## src/fwch_pkg.sv

```systemverilog
// package: constants, hop tables and result type of the frame whitening channel hopper
package fwch_pkg;

  localparam int FrameSymbolsDef = 64;
  localparam int ChannelCount    = 19;
  localparam int HopTableCount   = 4;

  localparam logic [4:0] LastHopPos   = 5'(ChannelCount - 1);
  localparam logic [6:0] SeedBase     = 7'h60;
  localparam logic [5:0] HeaderLenRst = 6'd16;

  localparam logic [1:0] RegHopSequence  = 2'd0;
  localparam logic [1:0] RegHeaderLength = 2'd1;

  localparam logic [4:0] HopTable [HopTableCount][ChannelCount] = '{
    '{5'd3, 5'd14, 5'd5, 5'd6, 5'd9, 5'd2, 5'd12, 5'd8, 5'd15, 5'd4,
      5'd11, 5'd13, 5'd17, 5'd10, 5'd1, 5'd7, 5'd0, 5'd18, 5'd16},
    '{5'd10, 5'd3, 5'd15, 5'd5, 5'd0, 5'd17, 5'd13, 5'd6, 5'd11, 5'd4,
      5'd8, 5'd18, 5'd9, 5'd14, 5'd1, 5'd12, 5'd7, 5'd16, 5'd2},
    '{5'd14, 5'd5, 5'd11, 5'd3, 5'd8, 5'd2, 5'd18, 5'd4, 5'd10, 5'd13,
      5'd9, 5'd1, 5'd16, 5'd17, 5'd0, 5'd6, 5'd15, 5'd12, 5'd7},
    '{5'd7, 5'd0, 5'd11, 5'd18, 5'd4, 5'd2, 5'd13, 5'd5, 5'd10, 5'd17,
      5'd3, 5'd9, 5'd16, 5'd14, 5'd8, 5'd12, 5'd1, 5'd6, 5'd15}
  };

  typedef struct packed {
    logic [5:0]  whitened_symbol;
    logic [5:0]  frame_index;
    logic [5:0]  frame_position;
    logic [4:0]  frame_channel;
    logic        new_frame;
    logic [11:0] total_symbols;
    logic        end_of_packet;
  } result_t;

  function automatic logic [4:0] next_hop_pos(input logic [4:0] pos);
    next_hop_pos = (pos >= LastHopPos) ? 5'd0 : pos + 5'd1;
  endfunction

endpackage

```

## src/frame_whitening_channel_hopper_core.sv

```systemverilog
// frame whitening and channel hopping core: lfsr whitening, frame slots and hop channels
// the result of an accepted input transaction is registered and valid in the next cycle
// throughput: one symbol per cycle while results are taken; state updates in a single pass at input acceptance
// input is accepted while the result register is empty or its result is taken that cycle
// reset: hop position at last table entry, lfsr, counters and channel cleared,
// hop table 0, header length 16, no result pending
module frame_whitening_channel_hopper_core
  import fwch_pkg::*;
#(
  parameter int FrameSymbols = FrameSymbolsDef
) (
  input  logic        clk_i,
  input  logic        rst_ni,
  input  logic        cfg_we_i,
  input  logic [1:0]  cfg_index_i,
  input  logic [5:0]  cfg_data_i,
  input  logic        in_valid_i,
  output logic        in_ready_o,
  input  logic [5:0]  symbol_i,
  input  logic        first_i,
  input  logic        last_i,
  output logic        out_valid_o,
  input  logic        out_ready_i,
  output logic [5:0]  whitened_symbol_o,
  output logic [5:0]  frame_index_o,
  output logic [5:0]  frame_position_o,
  output logic [4:0]  frame_channel_o,
  output logic        new_frame_o,
  output logic [11:0] total_symbols_o,
  output logic        end_of_packet_o
);

  logic [1:0] hop_seq_q;
  logic [5:0] hdr_len_q;
  logic [4:0] hop_pos_q, hop_pos_d;
  logic [6:0] lfsr_q, lfsr_d;
  logic [5:0] slot_q, slot_d;
  logic [5:0] frame_q, frame_d;
  logic [4:0] chan_q, chan_d;
  logic       out_valid_q;
  result_t    res_q, res_d;
  logic       accept;

  logic [4:0] pos_a;
  logic [4:0] chan_a;
  logic [6:0] lfsr_a;
  logic [5:0] slot_a;
  logic [5:0] frame_a;
  logic       opened;
  logic [5:0] bits;
  logic [6:0] lfsr_s;
  logic [11:0] total;

  assign in_ready_o = !out_valid_q || out_ready_i;
  assign accept     = in_valid_i && in_ready_o;

  always_comb begin
    // packet start: first hop seeds the lfsr
    pos_a   = hop_pos_q;
    chan_a  = chan_q;
    lfsr_a  = lfsr_q;
    slot_a  = slot_q;
    frame_a = frame_q;
    if (first_i) begin
      pos_a   = next_hop_pos(hop_pos_q);
      chan_a  = HopTable[hop_seq_q][pos_a];
      lfsr_a  = SeedBase | {2'b00, chan_a};
      slot_a  = hdr_len_q;
      frame_a = '0;
    end

    // frame boundary: next hop goes to the frame
    opened    = (slot_a == '0) || ({1'b0, slot_a} >= 7'(FrameSymbols));
    hop_pos_d = pos_a;
    chan_d    = chan_a;
    frame_d   = frame_a;
    if (opened) begin
      slot_a    = '0;
      frame_d   = frame_a + 6'd1;
      hop_pos_d = next_hop_pos(pos_a);
      chan_d    = HopTable[hop_seq_q][hop_pos_d];
    end

    lfsr_s = lfsr_a;
    bits   = '0;
    for (int i = 0; i < 6; i++) begin
      bits[5-i] = lfsr_s[6];
      lfsr_s    = {lfsr_s[5:0], lfsr_s[6] ^ lfsr_s[3]};
    end
    lfsr_d = lfsr_s;

    total  = 12'({6'd0, slot_a} + 12'd1 + 12'(12'(frame_d) * 12'(FrameSymbols)));
    slot_d = slot_a + 6'd1;

    res_d.whitened_symbol = symbol_i ^ bits;
    res_d.frame_index     = frame_d;
    res_d.frame_position  = slot_a;
    res_d.frame_channel   = chan_d;
    res_d.new_frame       = opened;
    res_d.total_symbols   = last_i ? total : 12'd0;
    res_d.end_of_packet   = last_i;
  end

  always_ff @(posedge clk_i or negedge rst_ni) begin
    if (!rst_ni) begin
      hop_seq_q   <= '0;
      hdr_len_q   <= HeaderLenRst;
      hop_pos_q   <= LastHopPos;
      lfsr_q      <= '0;
      slot_q      <= '0;
      frame_q     <= '0;
      chan_q      <= '0;
      out_valid_q <= 1'b0;
    end else begin
      if (cfg_we_i) begin
        if (cfg_index_i == RegHopSequence) begin
          hop_seq_q <= cfg_data_i[1:0];
          hop_pos_q <= LastHopPos;
        end else if (cfg_index_i == RegHeaderLength) begin
          hdr_len_q <= cfg_data_i;
        end
      end
      if (accept) begin
        hop_pos_q <= hop_pos_d;
        lfsr_q    <= lfsr_d;
        slot_q    <= slot_d;
        frame_q   <= frame_d;
        chan_q    <= chan_d;
      end
      if (accept) begin
        out_valid_q <= 1'b1;
      end else if (out_ready_i) begin
        out_valid_q <= 1'b0;
      end
    end
  end

  always_ff @(posedge clk_i) begin
    if (accept) begin
      res_q <= res_d;
    end
  end

  assign out_valid_o       = out_valid_q;
  assign whitened_symbol_o = res_q.whitened_symbol;
  assign frame_index_o     = res_q.frame_index;
  assign frame_position_o  = res_q.frame_position;
  assign frame_channel_o   = res_q.frame_channel;
  assign new_frame_o       = res_q.new_frame;
  assign total_symbols_o   = res_q.total_symbols;
  assign end_of_packet_o   = res_q.end_of_packet;

endmodule
```

## config.mk

```make
export PLATFORM = sky130hd
export DESIGN_NAME = frame_whitening_channel_hopper_core
export DESIGN_NICKNAME = d
export VERILOG_FILES = /design/src/fwch_pkg.sv /design/src/frame_whitening_channel_hopper_core.sv
export SDC_FILE = /design/constraint.sdc
export NUM_CORES = 1
export LEC_CHECK = 0
export ABC_AREA = 1
export BUFFER_PORTS_ARGS = -buffer_cell sky130_fd_sc_hd__clkbuf_2
export CORE_UTILIZATION = 59
export DETAILED_ROUTE_END_ITERATION = 8
export HOLD_SLACK_MARGIN = 0.06
export PLACE_DENSITY = 0.85
export SKIP_LAST_GASP = 1
export SLEW_MARGIN = 25
export SYNTH_ARGS = -nofsm -noshare
export SYNTH_HDL_FRONTEND = slang
export SYNTH_SLANG_ARGS = --single-unit
```

## constraint.sdc

```tcl
create_clock -name clk_i -period 4.12 [get_ports clk_i]
set_input_delay 0.206 -clock clk_i [delete_from_list [all_inputs] [get_ports clk_i]]
set_output_delay 0.206 -clock clk_i [all_outputs]
set_load 0.005 [all_outputs]
```

==> results of run 1 <==
## final cells by class
class	instances	share of cell area (%)
flip-flops and latches	75	37.1
inverters	70	4.72
clock buffers	9	2.23
multi-input cells	499	45.8
repair buffers	69	6.70
clock inverters	7	1.03
well taps	105	2.36
## cells by family (layout without fill, tap and decap cells)
| family | Yosys count | in the layout |
|---|---|---|
| muxes | 4 | 4 |
| buffers and inverters | 94 | 155 |
| xor gates and xnor gates | 15 | 15 |
| AOI/OAI and AO/OA | 114 | 114 |
| and+or+nand+nor | 349 | 349 |
| DFF | 75 | 75 |
| adders and majority gates | 17 | 17 |
## metrics by stage
stage | worst slack [ns] | total power [mW] | util, %
4_1_cts | 0.380 | 3.28 | 67.7
2_1_floorplan | 1.16 | 2.35 | -
3_5_place_dp | 0.417 | 2.75 | 65.4
3_3_place_gp | 0.568 | 2.72 | 65.4
6_report | 0.532 | 3.32 | 67.7
5_1_grt | 0.136 | 3.59 | 67.7
## sequential cells by signal (all words and copies together), names as in the netlist
| name | flops |
|---|---|
| new_frame_o | 1 |
| slot_q | 6 |
| chan_q | 5 |
| frame_q | 6 |
| hdr_len_q | 6 |
| hop_pos_q | 5 |
| frame_channel_o | 5 |
| frame_position_o | 6 |
| whitened_symbol_o | 6 |
| lfsr_q | 7 |
| end_of_packet_o | 1 |
| frame_index_o | 6 |
| out_valid_o | 1 |
| hop_seq_q | 2 |
| total_symbols_o | 12 |
## power groups by stage
stage          registers [mW]  clock network, mW  logic, mW
5_1_grt                  1.10              0.565       1.93
3_5_place_dp             1.09                  0       1.66
6_report                 1.08              0.533       1.71
2_1_floorplan            1.07                  0       1.28
3_3_place_gp             1.08                  0       1.64
4_1_cts                  1.08              0.539       1.67
## critical path: cells and delay by family, from the launching register on
| family | cells | cell delay [ns] |
|---|---|---|
| DFF | 1 | 0.47 |
| buffers and inverters | 2 | 0.39 |
| and+or+nand+nor | 14 | 1.56 |
| AOI/OAI and AO/OA | 2 | 0.22 |
| adders and majority gates | 3 | 0.71 |
## synthesized netlist by cell type (all sizes together)
master	number
nand3	58
a21boi	2
or2	6
nor4b	1
xor2	10
a31oi	4
nor2	55
nand4	8
dfrtp	35
o21ai	66
edfxtp	37
xnor2	5
ha	17
buf	18
clkbuf	6
mux2	4
o31ai	1
nand3b	1
nor3	7
dfstp	3
o21a	1
nand2	213
o211ai	9
o22ai	1
o311ai	1
a22oi	3
a21oi	25
inv	70
a211oi	1
## metal layers
metal  vias to the layer above  track usage (%)
li1                       2308                -
met1                      2256             42.5
met2                       246             48.9
met3                        27             5.42
met4                         0             13.3
met5                         -                0
## cell usage in the layout, fill, tap and decap left out, types with 7 or more instances in the layout
cell,Yosys,routed
o21ai_0,45,45
clkbuf_8,0,9
nand3_1,57,57
a21oi_1,24,24
nand2_2,7,7
clkbuf_2,0,58
nor2_1,49,49
nand4_1,8,8
buf_4,2,9
dfrtp_1,35,34
inv_1,59,57
ha_1,17,17
inv_2,11,13
edfxtp_1,37,37
o21ai_1,17,17
xor2_1,9,9
nand2_1,204,204
o211ai_1,9,9
## path summary, 6_finish.rpt
kind / startpoint / to / slack (ns) / cells past startpoint
max: hop_pos_q[0] / frame_channel_o[0] / 0.53 / 21
min in group asynchronous: rst_ni / lfsr_q[1] / 0.51 / 2
max reg2reg: hop_pos_q[0] / frame_channel_o[0] / 0.53 / 21
max in group asynchronous: rst_ni / hop_pos_q[0] / 2.98 / 2
min: cfg_data_i[2] / hdr_len_q[2] / 0.09 / 2
min reg2reg: lfsr_q[2] / lfsr_q[2] / 0.49 / 2
## timing repair
action	4_1_cts	5_1_grt
hold endpoints to repair	35	0
setup endpoints to repair	0	5
gates resized for setup	0	2
hold buffers	1	0
==> impl_metrics.ini, run 1 <==
[run_status]
status = complete, no violations

[yosys]
synthCells = 668
synthAdderAreaFrac_pct = 4.24
synth_top_family_by_area = simple AND/OR/NAND/NOR gates
yosys.area_share.simple_pct = 30.2
synth_seq_cells = 75
ys_types = 45
synth_top_area_share_pct = 22.2
netlist_area_um2 = 5010
syn_avg_cell_area_um2 = 7.51
yosys.area.top_type = edfxtp_1
ys_warn_count = 0
synth-xor-area-share_pct = 2.77
synthTopCellsByArea = edfxtp_1 22%, dfrtp_1 17%, nand2_1 15%
synthMuxAreaShare_pct = 0.898
ys_seq_area_share_pct = 41.2
synthesis.nets = 706
synth_compound_area_share_pct = 12.8

[route]
drt_pass1_iterations = 5
vias_per_cell = 5.80
drc = 0
drt_wl_total_mm = 13.1
drt_iter0_markers = 514
drtAntennaViolNets = 0
wl_per_cell_um = 15.7
met1_length_mm = 5.61
dr_wl_met3_mm = 1.08
wl_met2_mm = 6.11
via_count = 4837
routed.top_layer = met4

[sta]
rsz0062_at_grt = no
min_period_ns = 3.59
fmax_mhz = 279
fin_worst_skew_ns = 0.0131
tns_ns = 0
hold_viol_final = 0
slew_headroom_pct = 40.8
period_share_pct = 87.1
setup_viol = 0
drv_slew = 0
worstMarginPinSlew_ns = 0.888
holdWs_ns = 0.0861

[worst_setup_path]
slowest_stage = dfrtp_2
critPathKind = reg2reg
crit_top_cell = nand2_1
arrival_ns = 3.68
crit_fanout = 16
crit_chain = inv_1, ha_1, nor2_1, nand2_1, nand2_2, nand2_2, nand2_1, o21ai_2, ha_1, nor2_1, nand3_2, nand2_1, nand2_1, inv_2, ha_1, nand2_1, o211ai_1, nand3_1, nand2_1, nand2_1, nand2_1
required_ns = 4.21
crit_path_end_kind = flip-flop
start_kind = flip-flop
worst_path_largest_cell_delay_ns = 0.47

[floorplanning]
die_h_um = 94.2
dieArea_um2 = 8870
die_w_um = 94.2
ios = 60
core_area_um2 = 8220
start_util_pct = 61.0
rows = 33

[grt]
antenna_found_initial = 0
grt_max_degree = 39
grt_pass1_vias = 4525
grt_first_pass_wirelength_mm = 21.5
grt_use_total_pct = 31.3
overflow = 0

[clocking]
clk_pin_slew_ns = 0.09
clk_latency_ns = 0.35
cts_buffers = 9
cts_tree = yes
clock_sinks = 75
cts-root-buf = clkbuf_8
cts_setup_buffers = 0
htreeDepth = 3
clk_path_buf_depth = 2

[power]
seqPwrFrac_pct = 32.4
cellLeakagePower_nw = 2.76
p_per_area_nw_per_um2 = 597
peakVddDrop_uv = 301
switching_share_pct = 46.9
netSwitchingPower_mw = 1.56
intPower_mw = 1.77
combPwrFrac_pct = 51.6
clock_power_share_pct = 16.0

[final_layout]
multi_input_comb_area_um2 = 2550
final_cells = 834
stdcell_area_um2 = 5570
register_area_um2 = 2070
area_growth_pct = 11.0
drive_gt1_share_pct = 18.0
insertedDiodeCount = 0
nFillCells = 700
fin_nets = 762

[placement]
port-buffer-count = 59
place_area_um2 = 5370
dp_hpwl_mm = 9.62
placedCellCount = 817
routabilityCongestion = 0.997

[worst_hold_path]
min_path_type = in2reg

[flow_run]
cap_violations = 0
(Power assumes the default switching activity.)
==> run 2, diff against run 1 <==
--- a/config.mk
+++ b/config.mk
@@ -7,10 +7,13 @@
 export LEC_CHECK = 0
 export ABC_AREA = 1
 export BUFFER_PORTS_ARGS = -buffer_cell sky130_fd_sc_hd__clkbuf_2
-export CORE_UTILIZATION = 59
+export CELL_PAD_IN_SITES_DETAIL_PLACEMENT = 1
+export CELL_PAD_IN_SITES_GLOBAL_PLACEMENT = 1
+export CORE_MARGIN = 1
+export CORE_UTILIZATION = 43
 export DETAILED_ROUTE_END_ITERATION = 8
 export HOLD_SLACK_MARGIN = 0.06
-export PLACE_DENSITY = 0.85
+export PLACE_DENSITY = 0.84
 export SKIP_LAST_GASP = 1
 export SLEW_MARGIN = 25
 export SYNTH_ARGS = -nofsm -noshare
==> impl_metrics.ini, run 2 (synthesis gave the netlist of run 1 again) <==
[final_layout]
fin_nets = 761
layout.cells.most_common = nand2_1
area_growth_pct = 14.1
largest_reg_flops = 12
drive_gt1_share_pct = 17.9
layout_common_cells = 203 x nand2_1, 58 x clkbuf_2, 57 x inv_1, 57 x nand3_1, 49 x nor2_1
insertedDiodeCount = 0

[worst_setup_path]
critPathKind = reg2reg
crit_fanout = 16
start_kind = flip-flop
reg2reg_to = chan_q[3]
reg2reg_depth = 22
r2r_start = hop_pos_q[0]
rrSetupSlack_ns = 0.47
crit_path_end_kind = flip-flop
required_ns = 4.35
arrival_ns = 3.89

[floorplanning]
ios = 60
start_util_pct = 44.1
die_w_um = 110
core_area_um2 = 11400
die_h_um = 110
rows = 39
dieArea_um2 = 12100

[sta]
hold_viol_final = 0
tns_ns = 0
period_share_pct = 88.7
fmax_mhz = 274
fin_worst_skew_ns = 0.0175
rsz0062_at_grt = no
slew_headroom_pct = 38.3
setup_viol = 0
holdWs_ns = 0.101
drv_slew = 0
worstMarginPinSlew_ns = 0.926
fin_ws_ns = 0.467
min_period_ns = 3.65

[clocking]
clock_sinks = 75
cts_tree = yes
clk_path_buf_depth = 2
clk_latency_ns = 0.36
htreeDepth = 3
clk_pin_slew_ns = 0.06
cts_buffers = 9
cts-root-buf = clkbuf_16

[route]
vias_per_cell = 5.54
drt_iter0_markers = 294
drtAntennaViolNets = 0
drc = 0
wl_per_cell_um = 18.7
drt_wl_total_mm = 16.3
drt_pass1_iterations = 5
via_count = 4823

[worst_hold_path]
worstHoldPathCells = 2
min_path_type = in2reg
worstHoldStart = cfg_data_i[5]
holdPathEnd = hdr_len_q[5]

[grt]
grt_max_degree = 59
overflow = 0
grt_first_pass_wirelength_mm = 26.1
antenna_found_initial = 0
grt_use_total_pct = 29.0
grt_pass1_vias = 5032

[flow_run]
cap_violations = 0

[power]
cellLeakagePower_nw = 2.81
p_per_area_nw_per_um2 = 640
peakVddDrop_uv = 374

[placement]
routabilityCongestion = 0.920
dp_hpwl_mm = 11.7
port-buffer-count = 59
dp_slack_ns = 0.301

[run_status]
status = complete, no violations
## run 2: cell types whose count changed in the layout (fill, tap and decap cells not counted)
cell | previous run | this run
nand2_1 | 204 | 203
buf_4 | 9 | 8
clkbuf_1 | 0 | 1
clkinv_4 | 0 | 1
inv_8 | 1 | 0
inv_6 | 3 | 1
inv_2 | 13 | 12
clkbuf_8 | 9 | 0
bufinv_16 | 0 | 1
nand2_2 | 7 | 8
clkinv_2 | 1 | 3
clkbuf_16 | 0 | 9
clkinvlp_4 | 2 | 1
## run 2: worst max path at each step
stage | startpoint | end | slack (ns) | depth (start not counted)
floorplan | hop_pos_q[0] | frame_channel_o[2] | 1.16 | 21
global placement | hop_pos_q[0] | frame_channel_o[0] | 0.53 | 21
detailed placement | hop_pos_q[0] | frame_channel_o[0] | 0.30 | 21
CTS | hop_pos_q[0] | frame_channel_o[0] | 0.26 | 21
global route | hop_pos_q[0] | chan_q[3] | 0.09 | 22
finish | hop_pos_q[0] | chan_q[3] | 0.47 | 22
## run 2: power by group
part	leakage, nW	internal (mW)	switching [mW]
clock network	0.143	0.470	0.332
logic	1.83	0.563	1.21
registers	0.833	0.984	0.109
total	2.81	2.02	1.65
## run 2: per-layer routing
metal	vias up	share of wire, %	global-route usage, %
li1	2312	-	-
met5	-	0	0
met1	2365	42	34.6
met2	113	52	51.5
met3	33	3.9	4.64
met4	0	2.6	12.5
## run 2: timing repair
action                                 4_1_cts  5_1_grt
setup endpoints to repair                    0        7
setup buffers                                0        0
hold buffers                                 1        0
endpoints found under the hold margin       22        0
gates resized for setup                      0        3
## run 2: through the flow
step	util [%]	instance area (um^2)	std cells	total power, mW
final	50.3	5720	871	3.66
after global routing	50.3	5720	871	3.96
after CTS	50.3	5720	871	3.67
after detailed placement	47.6	5410	854	2.84
after global placement	47.6	5410	854	2.79
after floorplan	-	5010	668	2.35
## run 2: area by class of cell
class                   instances  area, um^2
inverters                      70         264
repair buffers                 68         365
flip-flops and latches         75        2070
multi-input cells             499        2550
fillers                      1475        5650
well taps                     143         179
clock inverters                 6        65.1
clock buffers                  10         229
## run 2: critical path, cell delays in order (launching register included)
cell	delay (ns)
dfrtp_2	0.48
inv_1	0.19
ha_1	0.17
nor2_1	0.04
nand2_1	0.08
nand2_2	0.11
nand2_2	0.25
nand2_1	0.11
o21ai_2	0.20
inv_2	0.14
ha_1	0.38
inv_1	0.12
a21oi_2	0.40
buf_4	0.24
nand2_1	0.08
nand2_1	0.07
nand2_1	0.04
nand2_1	0.06
nand2_1	0.05
nand3_1	0.10
nand2_1	0.07
nand3_1	0.08
nand2_1	0.07
==> run 3, diff against run 2 <==
--- a/config.mk
+++ b/config.mk
@@ -10,10 +10,10 @@
 export CELL_PAD_IN_SITES_DETAIL_PLACEMENT = 1
 export CELL_PAD_IN_SITES_GLOBAL_PLACEMENT = 1
 export CORE_MARGIN = 1
-export CORE_UTILIZATION = 43
+export CORE_UTILIZATION = 41
 export DETAILED_ROUTE_END_ITERATION = 8
 export HOLD_SLACK_MARGIN = 0.06
-export PLACE_DENSITY = 0.84
+export PLACE_DENSITY = 0.81
 export SKIP_LAST_GASP = 1
 export SLEW_MARGIN = 25
 export SYNTH_ARGS = -nofsm -noshare
==> constraint.sdc (replaced) <==
create_clock -name clk_i -period 4.12 [get_ports clk_i]
set_input_delay 0.206 -clock clk_i [delete_from_list [all_inputs] [get_ports clk_i]]
set_output_delay 0.206 -clock clk_i [all_outputs]
set_load 0.1 [all_outputs]
==> impl_metrics.ini, run 3 (synthesis gave the netlist of run 1 again) <==
[power]
p_per_area_nw_per_um2 = 711
combPwrFrac_pct = 52.7
switching_share_pct = 49.2
intPower_mw = 2.08
cellLeakagePower_nw = 2.82
clock_power_share_pct = 20.6
seqPwrFrac_pct = 26.7
peakVddDrop_uv = 267
netSwitchingPower_mw = 2.01

[grt]
global_route.peak_usage_layer = met2
grt_use_met1_pct = 31.2
antenna_found_initial = 0
grt_pass1_vias = 4945
grt_first_pass_wirelength_mm = 25.4
met2_usage_pct = 44.0
overflow = 0
grt_util_met3_pct = 4.37
grt_max_degree = 59
grt_use_total_pct = 25.6

[clocking]
clk_pin_slew_ns = 0.06
ctsResizeCount = 0
htreeDepth = 3
cts_buffers = 9
clk_latency_ns = 0.34
cts-root-buf = clkbuf_16
clock_sinks = 75
cts_tree = yes
clk_path_buf_depth = 2

[sta]
fmax_mhz = 275
rsz0062_at_grt = no
fin_ws_ns = 0.480
worstMarginPinSlew_ns = 0.911
period_share_pct = 88.4
holdWs_ns = 0.102
drv_slew = 0
fin_worst_skew_ns = 0.00942
setup_viol = 0
min_period_ns = 3.64
slew_headroom_pct = 39.3
tns_ns = 0
hold_viol_final = 0

[worst_setup_path]
crit_path_end_kind = flip-flop
critPathKind = reg2reg
crit_fanout = 15
worst_path_largest_cell_delay_ns = 0.57
required_ns = 4.40
rrSetupSlack_ns = 0.48
crit_chain = inv_1, ha_1, nor2_1, nand2_1, nand2_2, nand2_2, nand2_1, o21ai_2, inv_2, ha_1, inv_1, a21oi_2, nand3_1, o21ai_0, nand2_1, nand3_1, nand3_1, nand2_1, nand2_1, nand2_1
arrival_ns = 3.92
crit_top_cell = nand2_1
slowest_stage = a21oi_2
start_kind = flip-flop

[floorplanning]
dieArea_um2 = 12700
ios = 60
core_area_um2 = 12000
start_util_pct = 41.9
die_w_um = 113
rows = 40
die_h_um = 113

[route]
wl_per_cell_um = 17.5
vias_per_cell = 5.47
drt_iter0_markers = 333
drt_wl_total_mm = 15.3
via_count = 4784
drtAntennaViolNets = 0
drc = 0
drt_pass1_iterations = 7

[placement]
routabilityCongestion = 0.926
dp_hpwl_mm = 11.5
port-buffer-count = 59
dp_slack_ns = 0.518

[final_layout]
area_growth_pct = 14.6
layout.cells.most_common = nand2_1
drive_gt1_share_pct = 17.3
largest_reg_flops = 12
final_util_pct = 48.0
insertedDiodeCount = 0
layout_common_cells = 204 x nand2_1, 58 x inv_1, 58 x clkbuf_2
fin_nets = 761

[flow_run]
cap_violations = 0

[worst_hold_path]
min_path_type = in2reg

[run_status]
status = complete, no violations
## run 3: power groups by stage
| stage | Clock, mW | Sequential [mW] | Combinational (mW) |
|---|---|---|---|
| floorplan | 0 | 1.44 | 1.29 |
| global placement | 0 | 1.09 | 2.10 |
| detailed placement | 0 | 1.10 | 2.13 |
| CTS | 0.851 | 1.09 | 2.15 |
| global route | 0.879 | 1.11 | 2.39 |
| finish | 0.842 | 1.09 | 2.15 |
## run 3: area by class of cell
cell class	instances	area [um^2]
Fill cell	1531	6220
Multi-Input combinational cell	499	2550
Sequential cell	75	2070
Timing Repair Buffer	68	365
Inverter	70	264
Clock buffer	10	229
Tap cell	147	184
Clock inverter	6	86.3
## run 3: worst max-delay path, delay by kind of cell, from the launching register on
family,cells,cell delay (ns)
AOI/OAI and AO/OA,3,0.90
and+or+nand+nor,12,1.11
adders and majority gates,2,0.55
DFF,1,0.52
buffers and inverters,3,0.48
## run 3: through the flow
step | power, mW | instance area (um^2) | cells
final | 4.09 | 5750 | 875
after global routing | 4.38 | 5750 | 875
after CTS | 4.09 | 5740 | 875
after detailed placement | 3.24 | 5420 | 858
after global placement | 3.19 | 5420 | 858
after floorplan | 2.73 | 5010 | 668
## run 3: repair_timing
item                                   4_1_cts  5_1_grt
hold buffers                                 1        0
endpoints found under the hold margin       18        0
buffers inserted                             0        0
## run 3: final timing paths
kind | startpoint | end | cells after the start
max | hop_pos_q[0] | chan_q[4] | 20
min | cfg_data_i[3] | hdr_len_q[3] | 2
max reg2reg | hop_pos_q[0] | chan_q[4] | 20
min reg2reg | hdr_len_q[0] | hdr_len_q[0] | 2
max in group asynchronous | rst_ni | hdr_len_q[0] | 2
min in group asynchronous | rst_ni | frame_q[5] | 2
## run 3: metal layers
| metal | share of wire (%) | vias up |
|---|---|---|
| li1 | - | 2313 |
| met1 | 44 | 2329 |
| met2 | 50 | 108 |
| met3 | 3.0 | 34 |
| met4 | 3.4 | 0 |
| met5 | 0 | - |
